`src/design/assert_macros.svh`:
```
// Assertion macros used by the top level of the encoder.
`ifndef ASSERT_MACROS_SVH
`define ASSERT_MACROS_SVH

// Check that a property holds at every clock edge outside reset.
`define ASSERT_AT(lbl, ck, rn, prop) \
	lbl: assert property (@(posedge ck) disable iff (!rn) (prop)) \
		else $error("assertion failed");

// Check that a condition never holds at a clock edge outside reset.
`define ASSERT_NEVER(lbl, ck, rn, cond) \
	lbl: assert property (@(posedge ck) disable iff (!rn) !(cond)) \
		else $error("forbidden condition seen");

`endif

```
`src/design/dte_pkg.sv`:
```
// Types, codes and constants of the DER TLV encoder.
package dte_pkg;

	localparam int WORD_W  = 32;
	localparam int BYTE_W  = 8;
	localparam int GROUP_W = 7;
	localparam int CNT_W   = 3;
	localparam int TAG_W   = 5;

	// Number of bytes or groups held in the shift word.
	localparam logic [CNT_W-1:0] CNT_FULL = CNT_W'(4);
	localparam logic [CNT_W-1:0] CNT_ONE  = CNT_W'(1);

	localparam logic [TAG_W-1:0] TAG_BOOLEAN  = TAG_W'(1);
	localparam logic [TAG_W-1:0] TAG_INTEGER  = TAG_W'(2);
	localparam logic [TAG_W-1:0] TAG_BITSTR   = TAG_W'(3);
	localparam logic [TAG_W-1:0] TAG_SEQUENCE = TAG_W'(16);
	localparam logic [TAG_W-1:0] TAG_SET      = TAG_W'(17);

	localparam logic [BYTE_W-1:0] CONSTRUCTED_BIT = 8'h20;
	localparam logic [BYTE_W-1:0] LEN_LONG_FORM   = 8'h80;
	localparam logic [BYTE_W-1:0] BOOL_TRUE       = 8'hFF;
	localparam logic [BYTE_W-1:0] MAX_UNUSED_BITS = 8'h07;

	typedef enum logic [1:0] {
		CMD_HEADER  = 2'd0,
		CMD_CONTENT = 2'd1,
		CMD_ARC     = 2'd2,
		CMD_RSVD    = 2'd3
	} cmd_t;

	typedef enum logic [1:0] {
		ERR_OK     = 2'd0,
		ERR_BITSTR = 2'd1,
		ERR_SIGN   = 2'd2,
		ERR_LENGTH = 2'd3
	} err_t;

	typedef enum logic [2:0] {
		S_IDLE,
		S_ALIGN,
		S_TAG,
		S_LHEAD,
		S_LBODY,
		S_EXTRA,
		S_ARC,
		S_ONE
	} state_t;

	// Control of the shared shift unit.
	typedef struct packed {
		logic load;
		logic shift;
		logic group_mode;
	} shift_ctl_t;

	// One output word handed from the sequencer to the output register.
	typedef struct packed {
		logic              valid;
		logic [BYTE_W-1:0] data;
		logic              last;
		err_t              err;
	} emit_t;

endpackage

```
`src/design/dte_in_if.sv`:
```
// Input channel of the DER TLV encoder: one command word per handshake.
interface dte_in_if;
	logic        valid;
	logic        ready;
	logic [1:0]  cmd;
	logic [4:0]  tag_id;
	logic [31:0] content_length;
	logic [7:0]  first_value_byte;
	logic        is_positive;
	logic [7:0]  unused_bit_count;
	logic        bool_value;
	logic [7:0]  data_byte;
	logic [27:0] arc_value;

	modport source (
		output valid, cmd, tag_id, content_length, first_value_byte,
		       is_positive, unused_bit_count, bool_value, data_byte, arc_value,
		input  ready
	);

	modport sink (
		input  valid, cmd, tag_id, content_length, first_value_byte,
		       is_positive, unused_bit_count, bool_value, data_byte, arc_value,
		output ready
	);
endinterface

```
`src/design/dte_out_if.sv`:
```
// Output channel of the DER TLV encoder: one encoded byte per handshake.
interface dte_out_if;
	logic       valid;
	logic       ready;
	logic [7:0] out_byte;
	logic       last;
	logic [1:0] error_code;

	modport source (
		output valid, out_byte, last, error_code,
		input  ready
	);

	modport sink (
		input  valid, out_byte, last, error_code,
		output ready
	);
endinterface

```
`src/design/der_tlv_encoder.sv`:
```
// Top level of the DER TLV encoder: sequencer, shift unit and output register.
// The encoder takes one command word at a time and is not ready until its last
// byte has entered the output register; that register lets the next word be
// taken while the final byte still waits downstream. A content-byte word and an
// error result each emit one byte; a word with the reserved command emits none.
// A header word emits B bytes (2 to 7: tag, length, up to four long-form length
// bytes, extra byte). For a long-form length with N length bytes (1 to 4) the
// shared shift word first drops leading zero length bytes in S_ALIGN; a
// short-form length skips that step. An OID arc word is aligned in S_ALIGN the
// same way and then emits G base-128 groups (1 to 4). A byte waits while the
// output register is full and not draining.
`include "assert_macros.svh"

module der_tlv_encoder
	import dte_pkg::*;
(
	input  logic    clk,
	input  logic    arst_n,
	dte_in_if.sink  item,
	dte_out_if.source result
);

	shift_ctl_t         sctl;
	emit_t              emit;
	logic               emit_ok;
	logic [WORD_W-1:0]  load_word;
	logic [BYTE_W-1:0]  top_byte;
	logic [GROUP_W-1:0] top_group;
	logic [BYTE_W-1:0]  low_byte;
	logic               top_zero;

	logic               ovalid_q;
	logic [BYTE_W-1:0]  obyte_q;
	logic               olast_q;
	err_t               oerr_q;

	dte_sequencer u_seq (
		.clk       (clk),
		.arst_n    (arst_n),
		.item      (item),
		.emit_ok   (emit_ok),
		.emit      (emit),
		.sctl      (sctl),
		.load_word (load_word),
		.top_byte  (top_byte),
		.top_group (top_group),
		.low_byte  (low_byte),
		.top_zero  (top_zero)
	);

	dte_shift_unit u_shift (
		.clk       (clk),
		.ctl       (sctl),
		.load_word (load_word),
		.top_byte  (top_byte),
		.top_group (top_group),
		.low_byte  (low_byte),
		.top_zero  (top_zero)
	);

	// Emit a new byte when the output register is empty or draining
	assign emit_ok = !ovalid_q || result.ready;

	always_ff @(posedge clk or negedge arst_n) begin
		if (!arst_n) begin
			ovalid_q <= 1'b0;
		end else if (emit.valid) begin
			ovalid_q <= 1'b1;
		end else if (result.ready) begin
			ovalid_q <= 1'b0;
		end
	end

	always_ff @(posedge clk) begin
		if (emit.valid) begin
			obyte_q <= emit.data;
			olast_q <= emit.last;
			oerr_q  <= emit.err;
		end
	end

	assign result.valid      = ovalid_q;
	assign result.out_byte   = obyte_q;
	assign result.last       = olast_q;
	assign result.error_code = oerr_q;

	// A real command keeps the input closed in the next cycle
	`ASSERT_AT(a_busy_after_accept, clk, arst_n,
		(item.valid && item.ready && (item.cmd != CMD_RSVD)) |=> !item.ready)
	// No byte is produced while the input is open
	`ASSERT_NEVER(a_no_emit_when_idle, clk, arst_n, item.ready && emit.valid)
	// An error result is a single zero byte marked last
	`ASSERT_AT(a_error_shape, clk, arst_n,
		(ovalid_q && (oerr_q != ERR_OK)) |-> (olast_q && (obyte_q == '0)))

endmodule

```
`src/design/dte_shift_unit.sv`:
```
// Shared shift word: length bytes and OID groups leave it from the top.
module dte_shift_unit
	import dte_pkg::*;
(
	input  logic              clk,
	input  shift_ctl_t        ctl,
	input  logic [WORD_W-1:0] load_word,
	output logic [BYTE_W-1:0] top_byte,
	output logic [GROUP_W-1:0] top_group,
	output logic [BYTE_W-1:0] low_byte,
	output logic              top_zero
);

	logic [WORD_W-1:0] word_q;

	// Load a new word or advance by one byte or one group
	always_ff @(posedge clk) begin
		if (ctl.load) begin
			word_q <= load_word;
		end else if (ctl.shift) begin
			if (ctl.group_mode) begin
				word_q <= word_q << GROUP_W;
			end else begin
				word_q <= word_q << BYTE_W;
			end
		end
	end

	// Present the leading field and its zero flag
	assign top_byte  = word_q[WORD_W-1 -: BYTE_W];
	assign top_group = word_q[WORD_W-1 -: GROUP_W];
	assign low_byte  = word_q[BYTE_W-1:0];
	assign top_zero  = ctl.group_mode ? (top_group == '0) : (top_byte == '0);

endmodule

```
`src/design/dte_sequencer.sv`:
```
// Command decode and byte sequencer of the DER TLV encoder.
module dte_sequencer
	import dte_pkg::*;
(
	input  logic               clk,
	input  logic               arst_n,
	dte_in_if.sink             item,
	input  logic               emit_ok,
	output emit_t              emit,
	output shift_ctl_t         sctl,
	output logic [WORD_W-1:0]  load_word,
	input  logic [BYTE_W-1:0]  top_byte,
	input  logic [GROUP_W-1:0] top_group,
	input  logic [BYTE_W-1:0]  low_byte,
	input  logic               top_zero
);

	state_t            state_q, state_d;
	logic [CNT_W-1:0]  cnt_q, cnt_d;
	logic              is_arc_q, is_arc_d;
	logic              long_q, long_d;
	logic              has_extra_q, has_extra_d;
	logic [BYTE_W-1:0] extra_q, extra_d;
	logic [BYTE_W-1:0] tag_byte_q, tag_byte_d;
	logic [BYTE_W-1:0] one_byte_q, one_byte_d;
	err_t              one_err_q, one_err_d;

	logic              accept;
	logic              is_int, is_bit, is_bool, is_cons;
	logic              pad, add_one;
	logic [WORD_W:0]   vlen_wide;
	logic [WORD_W-1:0] vlen;
	logic              vlen_long;
	err_t              hdr_err;
	logic [BYTE_W-1:0] hdr_extra;

	assign item.ready = (state_q == S_IDLE);
	assign accept     = item.valid && item.ready;

	// Decode the header word: encoded length, extra byte and error
	always_comb begin
		is_int  = (item.tag_id == TAG_INTEGER);
		is_bit  = (item.tag_id == TAG_BITSTR);
		is_bool = (item.tag_id == TAG_BOOLEAN);
		is_cons = (item.tag_id == TAG_SEQUENCE) || (item.tag_id == TAG_SET);
		pad     = is_int && item.is_positive && item.first_value_byte[BYTE_W-1];
		add_one = pad || is_bit;
		vlen_wide = {1'b0, item.content_length} + {{WORD_W{1'b0}}, add_one};
		vlen      = is_bool ? WORD_W'(1) : vlen_wide[WORD_W-1:0];
		vlen_long = (vlen[WORD_W-1:GROUP_W] != '0);
		if (is_int && !item.is_positive && !item.first_value_byte[BYTE_W-1]) begin
			hdr_err = ERR_SIGN;
		end else if (vlen_wide[WORD_W]) begin
			hdr_err = ERR_LENGTH;
		end else if (is_bit && ((item.unused_bit_count > MAX_UNUSED_BITS) ||
		                        (item.content_length == '0))) begin
			hdr_err = ERR_BITSTR;
		end else begin
			hdr_err = ERR_OK;
		end
		if (is_bool) begin
			hdr_extra = item.bool_value ? BOOL_TRUE : '0;
		end else if (is_bit) begin
			hdr_extra = item.unused_bit_count;
		end else begin
			hdr_extra = '0;
		end
	end

	// Hold state and sequencing registers
	always_ff @(posedge clk or negedge arst_n) begin
		if (!arst_n) begin
			state_q <= S_IDLE;
			cnt_q   <= '0;
		end else begin
			state_q <= state_d;
			cnt_q   <= cnt_d;
		end
	end

	// Hold the decoded header fields
	always_ff @(posedge clk) begin
		is_arc_q    <= is_arc_d;
		long_q      <= long_d;
		has_extra_q <= has_extra_d;
		extra_q     <= extra_d;
		tag_byte_q  <= tag_byte_d;
		one_byte_q  <= one_byte_d;
		one_err_q   <= one_err_d;
	end

	// Next state, shift control and emitted word
	always_comb begin
		state_d     = state_q;
		cnt_d       = cnt_q;
		is_arc_d    = is_arc_q;
		long_d      = long_q;
		has_extra_d = has_extra_q;
		extra_d     = extra_q;
		tag_byte_d  = tag_byte_q;
		one_byte_d  = one_byte_q;
		one_err_d   = one_err_q;
		sctl.load       = 1'b0;
		sctl.shift      = 1'b0;
		sctl.group_mode = is_arc_q;
		load_word   = {item.arc_value, {(WORD_W-28){1'b0}}};
		emit.valid  = 1'b0;
		emit.data   = '0;
		emit.last   = 1'b0;
		emit.err    = ERR_OK;

		case (state_q)
			S_IDLE: begin
				if (accept) begin
					case (item.cmd)
						CMD_HEADER: begin
							if (hdr_err != ERR_OK) begin
								one_byte_d = '0;
								one_err_d  = hdr_err;
								state_d    = S_ONE;
							end else begin
								is_arc_d    = 1'b0;
								long_d      = vlen_long;
								has_extra_d = add_one || is_bool;
								extra_d     = hdr_extra;
								tag_byte_d  = {{(BYTE_W-TAG_W){1'b0}}, item.tag_id} |
								              (is_cons ? CONSTRUCTED_BIT : '0);
								sctl.load   = 1'b1;
								load_word   = vlen;
								cnt_d       = CNT_FULL;
								state_d     = vlen_long ? S_ALIGN : S_TAG;
							end
						end
						CMD_CONTENT: begin
							one_byte_d = item.data_byte;
							one_err_d  = ERR_OK;
							state_d    = S_ONE;
						end
						CMD_ARC: begin
							is_arc_d  = 1'b1;
							sctl.load = 1'b1;
							cnt_d     = CNT_FULL;
							state_d   = S_ALIGN;
						end
						default: begin
							state_d = S_IDLE;
						end
					endcase
				end
			end
			S_ALIGN: begin
				// Drop leading zero bytes or groups, keep at least one
				if ((cnt_q > CNT_ONE) && top_zero) begin
					sctl.shift = 1'b1;
					cnt_d      = cnt_q - CNT_ONE;
				end else begin
					state_d = is_arc_q ? S_ARC : S_TAG;
				end
			end
			S_TAG: begin
				if (emit_ok) begin
					emit.valid = 1'b1;
					emit.data  = tag_byte_q;
					state_d    = S_LHEAD;
				end
			end
			S_LHEAD: begin
				if (emit_ok) begin
					emit.valid = 1'b1;
					if (long_q) begin
						emit.data = LEN_LONG_FORM | {{(BYTE_W-CNT_W){1'b0}}, cnt_q};
						state_d   = S_LBODY;
					end else begin
						emit.data = low_byte;
						emit.last = !has_extra_q;
						state_d   = has_extra_q ? S_EXTRA : S_IDLE;
					end
				end
			end
			S_LBODY: begin
				if (emit_ok) begin
					emit.valid = 1'b1;
					emit.data  = top_byte;
					sctl.shift = 1'b1;
					cnt_d      = cnt_q - CNT_ONE;
					if (cnt_q == CNT_ONE) begin
						emit.last = !has_extra_q;
						state_d   = has_extra_q ? S_EXTRA : S_IDLE;
					end
				end
			end
			S_EXTRA: begin
				if (emit_ok) begin
					emit.valid = 1'b1;
					emit.data  = extra_q;
					emit.last  = 1'b1;
					state_d    = S_IDLE;
				end
			end
			S_ARC: begin
				// Continuation bit on every group but the final one
				if (emit_ok) begin
					emit.valid = 1'b1;
					emit.data  = {(cnt_q != CNT_ONE), top_group};
					emit.last  = (cnt_q == CNT_ONE);
					sctl.shift = 1'b1;
					cnt_d      = cnt_q - CNT_ONE;
					if (cnt_q == CNT_ONE) begin
						state_d = S_IDLE;
					end
				end
			end
			S_ONE: begin
				if (emit_ok) begin
					emit.valid = 1'b1;
					emit.data  = one_byte_q;
					emit.last  = 1'b1;
					emit.err   = one_err_q;
					state_d    = S_IDLE;
				end
			end
			default: begin
				state_d = S_IDLE;
			end
		endcase
	end

endmodule
```
`src/flat_wrapper.sv`:
```
// flat-port wrapper written by rule: the top's interface ports become plain ports
module der_tlv_encoder_flat import dte_pkg::*;
  (clk, arst_n, item_valid, item_cmd, item_tag_id, item_content_length, item_first_value_byte, item_is_positive, item_unused_bit_count, item_bool_value, item_data_byte, item_arc_value, item_ready, result_valid, result_out_byte, result_last, result_error_code, result_ready);
  dte_in_if item_i ();
  dte_out_if result_i ();
  input  logic clk;
  input  logic arst_n;
  input wire logic [$bits(item_i.valid)-1:0] item_valid;
  input wire logic [$bits(item_i.cmd)-1:0] item_cmd;
  input wire logic [$bits(item_i.tag_id)-1:0] item_tag_id;
  input wire logic [$bits(item_i.content_length)-1:0] item_content_length;
  input wire logic [$bits(item_i.first_value_byte)-1:0] item_first_value_byte;
  input wire logic [$bits(item_i.is_positive)-1:0] item_is_positive;
  input wire logic [$bits(item_i.unused_bit_count)-1:0] item_unused_bit_count;
  input wire logic [$bits(item_i.bool_value)-1:0] item_bool_value;
  input wire logic [$bits(item_i.data_byte)-1:0] item_data_byte;
  input wire logic [$bits(item_i.arc_value)-1:0] item_arc_value;
  output wire logic [$bits(item_i.ready)-1:0] item_ready;
  output wire logic [$bits(result_i.valid)-1:0] result_valid;
  output wire logic [$bits(result_i.out_byte)-1:0] result_out_byte;
  output wire logic [$bits(result_i.last)-1:0] result_last;
  output wire logic [$bits(result_i.error_code)-1:0] result_error_code;
  input wire logic [$bits(result_i.ready)-1:0] result_ready;
  assign item_i.valid = item_valid;
  assign item_i.cmd = item_cmd;
  assign item_i.tag_id = item_tag_id;
  assign item_i.content_length = item_content_length;
  assign item_i.first_value_byte = item_first_value_byte;
  assign item_i.is_positive = item_is_positive;
  assign item_i.unused_bit_count = item_unused_bit_count;
  assign item_i.bool_value = item_bool_value;
  assign item_i.data_byte = item_data_byte;
  assign item_i.arc_value = item_arc_value;
  assign item_ready = item_i.ready;
  assign result_valid = result_i.valid;
  assign result_out_byte = result_i.out_byte;
  assign result_last = result_i.last;
  assign result_error_code = result_i.error_code;
  assign result_i.ready = result_ready;
  der_tlv_encoder u_core (.clk(clk), .arst_n(arst_n), .item(item_i), .result(result_i));
endmodule
```
`config.mk`:
```
export PLATFORM = sky130hd
export DESIGN_NAME = der_tlv_encoder_flat
export DESIGN_NICKNAME = d
export VERILOG_FILES = /design/src/design/dte_pkg.sv /design/src/design/dte_in_if.sv /design/src/design/dte_out_if.sv /design/src/design/der_tlv_encoder.sv /design/src/design/dte_shift_unit.sv /design/src/design/dte_sequencer.sv /design/src/flat_wrapper.sv
export VERILOG_INCLUDE_DIRS = /design/src /design/src/design
export SDC_FILE = /design/constraint.sdc
export NUM_CORES = 1
export LEC_CHECK = 0
export BUFFER_PORTS_ARGS = -buffer_cell sky130_fd_sc_hd__buf_2
export CORE_ASPECT_RATIO = 1.5
export CORE_MARGIN = 2
export CORE_UTILIZATION = 35
export CTS_BUF_LIST = sky130_fd_sc_hd__clkbuf_4 sky130_fd_sc_hd__clkbuf_8 sky130_fd_sc_hd__clkbuf_16
export CTS_CLUSTER_SIZE = 40
export DETAILED_ROUTE_END_ITERATION = 8
export PLACE_DENSITY = 0.52
export SLEW_MARGIN = 20
export SYNTH_ARGS = -nofsm -noshare
export SYNTH_HDL_FRONTEND = slang
export SYNTH_HIERARCHICAL = 1
export SYNTH_SLANG_ARGS = --single-unit
```
`constraint.sdc`:
```
create_clock -name clk -period 2.9 [get_ports clk]
set_clock_uncertainty 0.1 [all_clocks]
set_input_delay 0.145 -clock clk [delete_from_list [all_inputs] [get_ports clk]]
set_output_delay 0.145 -clock clk [all_outputs]
set_load 0.01 [all_outputs]
```
; Word level (Yosys, flattened, before mapping)
; Cells that the tools add are included.
[totals]
register_bits = 79
latchBits = 0
ram_bits = 0
romBits = 0
memories = 0
[op_classes]
add_sub_neg = 2
n_mul = 0
n_div = 0
magnitude_cmp = 2
n_eq_ne = 31
shifts = 0
mux = 64
bitwise = 2
n_reduce_logical = 36
[op_table]
columns = op, n
row1 = 2-to-1 mux 32 bit, 8
row2 = one-hot mux 9 bit (6 select lines), 1
row3 = 2-to-1 mux 3 bit, 17
row4 = 2-to-1 mux 10 bit, 4
row5 = 2-to-1 mux 8 bit, 5
row6 = adder 32 x 1 -> 33 bit, 1
row7 = logical NOT 32 bit, 1
row8 = nonzero test 25 bit, 1
row9 = one-hot mux 3 bit (7 select lines), 1
row10 = one-hot mux 3 bit (3 select lines), 2
row11 = one-hot mux 8 bit (2 select lines), 1
row12 = inequality test 2 x 1 -> 1 bit (second input constant), 7
row13 = equality test 3 bit (second input constant), 4
row14 = 2-to-1 mux 1 bit, 12
row15 = 2-to-1 mux 12 bit, 1
row16 = inequality test 2 bit (second input constant), 6
row17 = AND reduction 4 bit, 3
row18 = equality test 5 x 2 -> 1 bit (second input constant), 2
row19 = equality test 5 bit (second input constant), 2
row20 = nonzero test 2 bit, 5
row21 = 2-to-1 mux 9 bit, 1
row22 = AND reduction 9 bit, 1
row23 = > comparator 8 x 3 -> 1 bit (second input constant), 1
row24 = logical NOT 8 bit, 1
row25 = other kinds (27), 49

; Logic depth before layout (Yosys ltp)
; Gate-level depths: netlist of run 1.
[logic_depth]
ltp_word = 13
ltp_mapped = 15

; Modules after synthesis
; The synthesis of run 1 kept the hierarchy.
[modules_own_cells]
columns = mod, n_inst, cells_per_inst, area_per_inst_um2, seq_area_each_um2
row1 = dte_sequencer, 1, 426, 3535.9, 960.9
row2 = dte_shift_unit, 1, 151, 1754.2, 960.9
row3 = der_tlv_encoder, 1, 14, 377.9, 355.3

; Worst setup path after synthesis of run 1
; Ideal clock, no wire load.
[synth_timing]
path_type = input -> register
from = in item_tag_id[3]
to = reg u_core.u_shift.word_q[0] (enable)
setup_time_ps = 330
arrival_time_ps = 3413
setup_slack_ps = -943
cell_stages = 12
path_buffers = 1
cell_sequence = or4b_2 > nor2_1 > ha_1 > nand4_2 > nor4_2 > and2_1 > and4_1 > nor3_2 > and2_1 > o21a_1 > buf_4 > or2_2
[synth_rtl]
columns = element, line_no
row1 = "start, declared", flat_wrapper.sv:10  ; input wire logic [$bits(item_i.tag_id)-1:0] item_tag_id;
row2 = "end signal, assigned", dte_shift_unit.sv:19  ; word_q <= load_word;
row3 = "end signal, assigned", dte_shift_unit.sv:22  ; word_q <= word_q << GROUP_W;
row4 = "end signal, assigned", dte_shift_unit.sv:24  ; word_q <= word_q << BYTE_W;
row5 = "end, declared", dte_shift_unit.sv:14  ; logic [WORD_W-1:0] word_q;

; Worst setup path in the final report of run 1
[layout_timing]
from = in item_tag_id[3]
to = reg u_core.u_seq.state_q[1]
[layout_between]
elab_chain_len = 12
elab_cells_between_ends = 21
cone_classes = add/sub: 1 / eq/ne: 3 / mux: 9 / reduce/logical: 8
[layout_lines]
columns = element, line_no
row1 = equality test 5 x 2 -> 1 bit, dte_sequencer.sv:42  ; is_int = (item.tag_id == TAG_INTEGER);
row2 = logical AND 1 bit (2 in a row), dte_sequencer.sv:46  ; pad = is_int && item.is_positive && item.first_value_byte[BYTE_W-1];
row3 = logical OR 1 bit, dte_sequencer.sv:47  ; add_one = pad || is_bit;
row4 = adder 32 x 1 -> 33 bit, dte_sequencer.sv:48  ; vlen_wide = {1'b0, item.content_length} + {{WORD_W{1'b0}}, add_one};
row5 = 2-to-1 mux 32 bit (*), dte_sequencer.sv:49  ; vlen = is_bool ? WORD_W'(1) : vlen_wide[WORD_W-1:0];
row6 = nonzero test 25 bit (*), dte_sequencer.sv:50  ; vlen_long = (vlen[WORD_W-1:GROUP_W] != '0);
row7 = via u_core.u_seq.vlen_long, dte_sequencer.sv:33  ; logic vlen_long;
row8 = 2-to-1 mux 2 bit (*), dte_sequencer.sv:131  ; state_d = vlen_long ? S_ALIGN : S_TAG;
row9 = 2-to-1 mux 3 bit (*), dte_sequencer.sv:117  ; if (hdr_err != ERR_OK) begin
row10 = one-hot mux 3 bit (3 select lines) (*), dte_sequencer.sv:115  ; case (item.cmd)
row11 = 2-to-1 mux 3 bit (*), dte_sequencer.sv:114  ; if (accept) begin
row12 = one-hot mux 3 bit (7 select lines) (*), dte_sequencer.sv:112  ; case (state_q)
row13 = "end signal, assigned", dte_sequencer.sv:76  ; state_q <= state_d;
row14 = "end, declared", dte_sequencer.sv:18  ; state_t state_q, state_d;
; Mark *: on every way through the listed nets, which the timed path passes. The rest lies on a longest branch. The select of a mux whose other input is x is not followed.
; A chain may end at the register's enable or synchronous reset.

==> results of run 1 <==
per-stage QoR:
| step | cell area, um^2 | power [mW] |
|---|---|---|
| finish | 7190 | 4.93 |
| global route | 7190 | 5.21 |
| CTS | 7150 | 4.92 |
| detailed placement | 6700 | 3.87 |
| global placement | 6700 | 3.83 |
| floorplan | 5760 | 3.33 |
Yosys cell counts (all sizes together), types with 4 or more instances:
cell / number / share of area [%]
and3: 8 / 0.88
and2: 23 / 2.5
clkbuf: 21 / 1.4
mux2: 6 / 1.2
nor2b: 7 / 0.77
nand4: 10 / 1.5
nand3: 14 / 1.2
a211oi: 4 / 0.62
nor4: 13 / 1.8
or2: 5 / 0.55
dfrtp: 7 / 3.1
and4: 8 / 1.2
o21ai: 35 / 3.1
o31ai: 25 / 3.3
nor3: 17 / 1.9
a21oi: 10 / 0.88
mux4: 5 / 2.0
xor2: 16 / 2.5
buf: 40 / 5.5
nor2: 35 / 2.4
nand2b: 5 / 0.73
a31oi: 5 / 0.55
nand2: 86 / 5.7
mux2i: 35 / 6.2
inv: 15 / 0.99
edfxtp: 70 / 37
ha: 8 / 1.8
xnor2: 21 / 3.2
layer usage:
| layer | GRT usage, % | wire [um] |
|---|---|---|
| met2 | 38.3 | 9490 |
| met3 | 1.92 | 678 |
| met1 | 21.7 | 6220 |
| met5 | 0 | 0 |
| met4 | 9.56 | 714 |
path summary, 6_finish.rpt:
kind                                                      startpoint                                        to  slack, ps
worst max-delay path                                  item_tag_id[3]       u_core/u_seq/state_q[1]$_DFFE_PN0P_        -50
worst min-delay path                               item_data_byte[6]  u_core/u_seq/one_byte_q[6]$_SDFFCE_PP0P_         -1
worst max register to register   u_core/u_seq/state_q[0]$_DFFE_PN0P_       u_core/u_shift/word_q[20]$_DFFE_PP_        400
worst min register to register  u_core/u_seq/tag_byte_q[5]$_DFFE_PP_       u_core/result.out_byte[5]$_DFFE_PP_        450
max in group asynchronous                                     arst_n       u_core/u_seq/state_q[2]$_DFFE_PN0P_       2460
min in group asynchronous                                     arst_n           u_core/result.valid$_DFFE_PN0P_         80
where the power goes:
| group | leakage, nW | switching, mW | internal (mW) | total [mW] |
|---|---|---|---|---|
| Clock | 0.135 | 0.462 | 0.583 | 1.05 |
| Combinational | 2.09 | 1.09 | 0.805 | 1.90 |
| Sequential | 0.748 | 0.258 | 1.73 | 1.99 |
repair_timing:
action,CTS,global route
endpoints found under the setup margin,39,79
setup buffers,2,1
hold buffers,13,0
cloned,0,1
hold endpoints to repair,19,0
resized for setup,6,9
pin swaps,8,1
kinds of logic after synthesis:
family                     after synthesis  share of synthesized area [%]
xor gates and xnor gates                37                           5.72
AOI/OAI and AO/OA                      103                           12.1
muxes                                   46                           9.36
and+or+nand+nor                        244                           23.0
buffers and inverters                   76                           7.86
DFF                                     77                           40.2
adders and majority gates                8                           1.77
state kept, by name, indices dropped and copies added (netlist names):
signal,count
u_core/u_shift/word_q,32
u_core/result.out_byte,8
u_core/u_seq/extra_q,8
u_core/u_seq/one_byte_q,8
u_core/u_seq/tag_byte_q,6
u_core/u_seq/cnt_q,3
u_core/u_seq/state_q,3
u_core/result.error_code,2
u_core/u_seq/one_err_q,2
u_core/result.last,1
u_core/result.valid,1
u_core/u_seq/has_extra_q,1
u_core/u_seq/is_arc_q,1
u_core/u_seq/long_q,1
critical path: stages:
cell and delay, ps:
buf_6 90, or4b_4 560, nor2_4 170, ha_4 150, nand4_1 170, or3_4 450, nor2b_4 150, mux2i_1 200
a31oi_1 90, or4_4 430, nor3_4 250, inv_2 60, a311oi_2 190
layout make-up:
cell class / instances / area, um^2
Fill cell: 1587 / 8850
Tap cell: 206 / 258
Timing Repair Buffer: 185 / 1240
Clock inverter: 7 / 50.0
Multi-Input combinational cell: 439 / 3090
Sequential cell: 77 / 2280
Clock buffer: 9 / 225
Inverter: 15 / 56.3
==> flow_summary.toml, run 1 <==
[outcome]
outcome = "finished with violations"
violations = "negative hold slack, negative setup slack"

[sta]
worstMarginPinSlew_ps = 595
whs_ps = -1.04
setup_tns_ps = -118
setup_ws_ps = -54.1
rsz0062_at_grt = "yes"
period_share_pct = 102
slew_violations = 0
max-slew-margin-rel_pct = 60.0
setup_viol = 3
final_hold_viol_count = 1
fin_crit_ps = 2950
max_freq_mhz = 339

[drt]
firstDrtPassIters = 5
viasPerCell = 5.21
drtIter0Drc = 241
routed_wl_um = 17100
drc = 0
wire_per_inst_um = 18.2
vias = 4886
final_antenna_net_count = 0

[cells_and_area]
synthToLayoutAreaGrowth_pct = 26.9
layoutNonFillerInstCount = 938
layout.nets = 832
post-route-util_pct = 44.8
drive_gt1_share_pct = 32.2
final_common_cell = "buf_2"
num_antenna_cells = 0
final_cell_mix = "100 x buf_2, 85 x nand2_1, 70 x edfxtp_1"

[power]
powerDensity_nw_per_um2 = 685
leakage_nw = 2.97
vdd_drop_max_v = 0.000333

[grt]
grt_util_all_layers_pct = 20.1
grt_max_degree = 33
grt_pass1_wl_um = 26400
grt_antenna_before_repair = 0
grt_overflow = 0
grt_pass1_vias = 4976

[synth]
syn_inst = 591
ys.flop_type = "edfxtp_1"
synthDistinctLibCells = 66
async_reset_ff_share_pct = 9.09
syn_area_per_cell_um2 = 9.59
synth_area_um2 = 5670
yosysSeqAreaShare_pct = 40.2
yosys_warnings = 6
synth-edff-count = 70
ys_ff_latch = 77
syn-num-nets = 696

[placement]
dp_hpwl_um = 14100
port_buffers = 102
post-place-ws_ps = -566
dp_cells = 905
place_congestion = 0.930

[worst_hold_path]
hp-class = "input pin to register"
min_path_cells = 2

[floorplanning]
row_count = 57
dieArea_um2 = 17200
die_y_um = 160
design.portCount = 110
core_um2 = 16000
fp.dieW_um = 108
start_util_pct = 35.3

[clock_tree]
cts_buffer_depth = 2
cts_buffers = 9
clock_tree.root_cell = "clkbuf_16"
clock_sinks = 77
cts_tree = "done"
clkTransAtPathRegs_ps = 60
clk_latency_ps = 340
h-tree-depth = 3

[worst_setup_path]
ff2ff_path_depth = 8
start_kind = "input pin"
setup.worst_path.end_class = "register"
critPathRequiredTime_ps = 3050
path_max_fanout = 5
crit_type = "input pin to register"
crit_arrival_ps = 3100

[flow_run]
cap_violations = 0
(Power assumes the default switching activity.)
==> inputs of run 2 (changes only) <==
Settings changed: GPL_TIMING_DRIVEN set to 0.
Clock period 2.9 ns to 2.8 ns, I/O delays scaled along.
==> run 2 against run 1 <==
Highest routed layer unchanged. Largest cell class unchanged. Combinational power up 29%. Hold slack better by 19 ps. Critical endpoint unchanged. Die area did not move. The flow finishes with violations (negative setup slack). Largest power group is now combinational logic. Critical path depth is 1 higher.
==> flow_summary.toml, run 2 (synthesized netlist as in run 1, its figures left out) <==
[sta]
setup_ws_ps = -486
worstMarginPinSlew_ps = 922
slew_violations = 0
setup_viol = 83
fin_crit_ps = 3290
max-slew-margin-rel_pct = 38.4
rsz0062_at_grt = "yes"
period_share_pct = 117
final_hold_viol_count = 0
max_freq_mhz = 304

[floorplanning]
core_um2 = 16000
die_y_um = 160
start_util_pct = 35.3
fp.dieW_um = 108
dieArea_um2 = 17200
design.portCount = 110
row_count = 57

[power]
vdd_drop_max_v = 0.000385
fin_total_pwr_mw = 5.78
leakage_nw = 3.25
powerDensity_nw_per_um2 = 739

[clock_tree]
h-tree-depth = 3
clkTransAtPathRegs_ps = 60
clock_sinks = 77
clk_latency_ps = 340
cts_buffer_depth = 2
clock_tree.root_cell = "clkbuf_16"
cts_tree = "done"
cts_buffers = 9

[cells_and_area]
multi_input_area_um2 = 3310
post-route-util_pct = 48.7
synthToLayoutAreaGrowth_pct = 37.9
postLayoutCellArea_um2 = 7810
final_common_cell = "buf_2"
regArea_um2 = 2280
layout.nets = 863
drive_gt1_share_pct = 36.8
top_register = "u_core/u_shift/word_q"
final_cell_mix = "95 x buf_2, 70 x edfxtp_1, 64 x nand2_1"
num_antenna_cells = 0
largest_reg_flops = 32
fill_cells = 1523

[worst_setup_path]
start_kind = "input pin"
slowest_delay_ps = 570
crit_type = "input pin to register"
critPathRequiredTime_ps = 2940
cp_top_family = "simple AND/OR/NAND/NOR gates"
path_cells = "buf_8 > or4b_4 > nor2_4 > ha_4 > nand4_1 > or3_1 > buf_6 > nor3_1 > xnor2_1 > nor4bb_4 > a31oi_2 > nor3_4 > inv_2 > a311oi_2"
setup.worst_path.end_class = "register"
cp.buffers_inverters = 3
slowest_stage = "or4b_4"
crit_arrival_ps = 3420
path_max_fanout = 5

[grt]
grt_overflow = 0
busiest_layer = "met2"
use_met3_pct = 2.49
grt_pass1_wl_um = 29200
grt_pass1_vias = 5431
grt_util_all_layers_pct = 22.5
grt_max_degree = 17
grt_antenna_before_repair = 0
use_met1_pct = 23.0
grtUsageMet2_pct = 42.4

[placement]
port_buffers = 95
post-place-ws_ps = -1110
place_area_um2 = 6500
dp_hpwl_um = 14500
place_congestion = 0.929

[drt]
viasPerCell = 5.28
final_antenna_net_count = 0
routed_wl_um = 19000
drtIter0Drc = 312
vias = 5114
firstDrtPassIters = 5
drc = 0
wire_per_inst_um = 19.6

[outcome]
outcome = "finished with violations"
violations = "negative setup slack"

[worst_hold_path]
hp-class = "input pin to register"

[flow_run]
cap_violations = 0
[run 2: cell types whose count changed in the layout (fill, tap and decap cells not counted), sizes merged]
cell | before | now
clkbuf | 9 | 32
dlygate4sd3 | 13 | 20
inv | 17 | 16
buf | 172 | 171
or2 | 6 | 8
clkinv | 4 | 3
bufinv | 0 | 2
[run 2: per-layer routing]
metal  up-vias  wire [um]
met4         0       1090
met1      2405       6690
met2       180      10400
met5         -          0
met3        56        729
li1       2473          -
[run 2: path summary, 6_finish.rpt]
kind                                                 startpoint                                       end  slack, ps  depth (start not counted)
max                                              item_tag_id[2]       u_core/u_seq/state_q[1]$_DFFE_PN0P_       -490                         14
min                                           item_data_byte[0]  u_core/u_seq/one_byte_q[0]$_SDFFCE_PP0P_         20                          2
max reg2reg                 u_core/u_seq/state_q[0]$_DFFE_PN0P_        u_core/u_shift/word_q[9]$_DFFE_PP_        -80                         10
min reg2reg                u_core/u_seq/tag_byte_q[4]$_DFFE_PP_       u_core/result.out_byte[4]$_DFFE_PP_        470                          2
max in group asynchronous                                arst_n           u_core/result.valid$_DFFE_PN0P_       2360                          2
min in group asynchronous                                arst_n       u_core/u_seq/state_q[2]$_DFFE_PN0P_         70                          2
[run 2: repair_timing]
item                                   in CTS  in global routing
setup buffers                              24                  9
endpoints found under the hold margin      26                  0
pin swaps                                  15                 16
hold buffers                               20                  0
cloned                                      8                  1
setup endpoints to repair                  93                 97
resized for setup                          96                 11
[run 2: metrics by stage]
stage	TNS, ps	instances	hold slack [ps]
after floorplan	-17450	591	-256
after global placement	-78270	892	-111
after detailed placement	-79050	892	-106
after CTS	-21210	960	6.53
after global routing	-24230	969	12.8
final	-16610	969	17.5
[run 2: layout make-up]
type / count / share of cell area [%]
Buffer: 61 / 6.08
Clock buffer: 9 / 2.88
Clock inverter: 7 / 1.22
Inverter: 15 / 0.769
Multi-Input combinational cell: 441 / 42.4
Sequential cell: 77 / 29.1
Tap cell: 206 / 3.30
Timing Repair Buffer: 153 / 14.2
[run 2: report_power, final]
group | internal [mW] | switching [mW]
registers | 1.79 | 0.268
logic | 1.11 | 1.34
clock network | 0.784 | 0.485
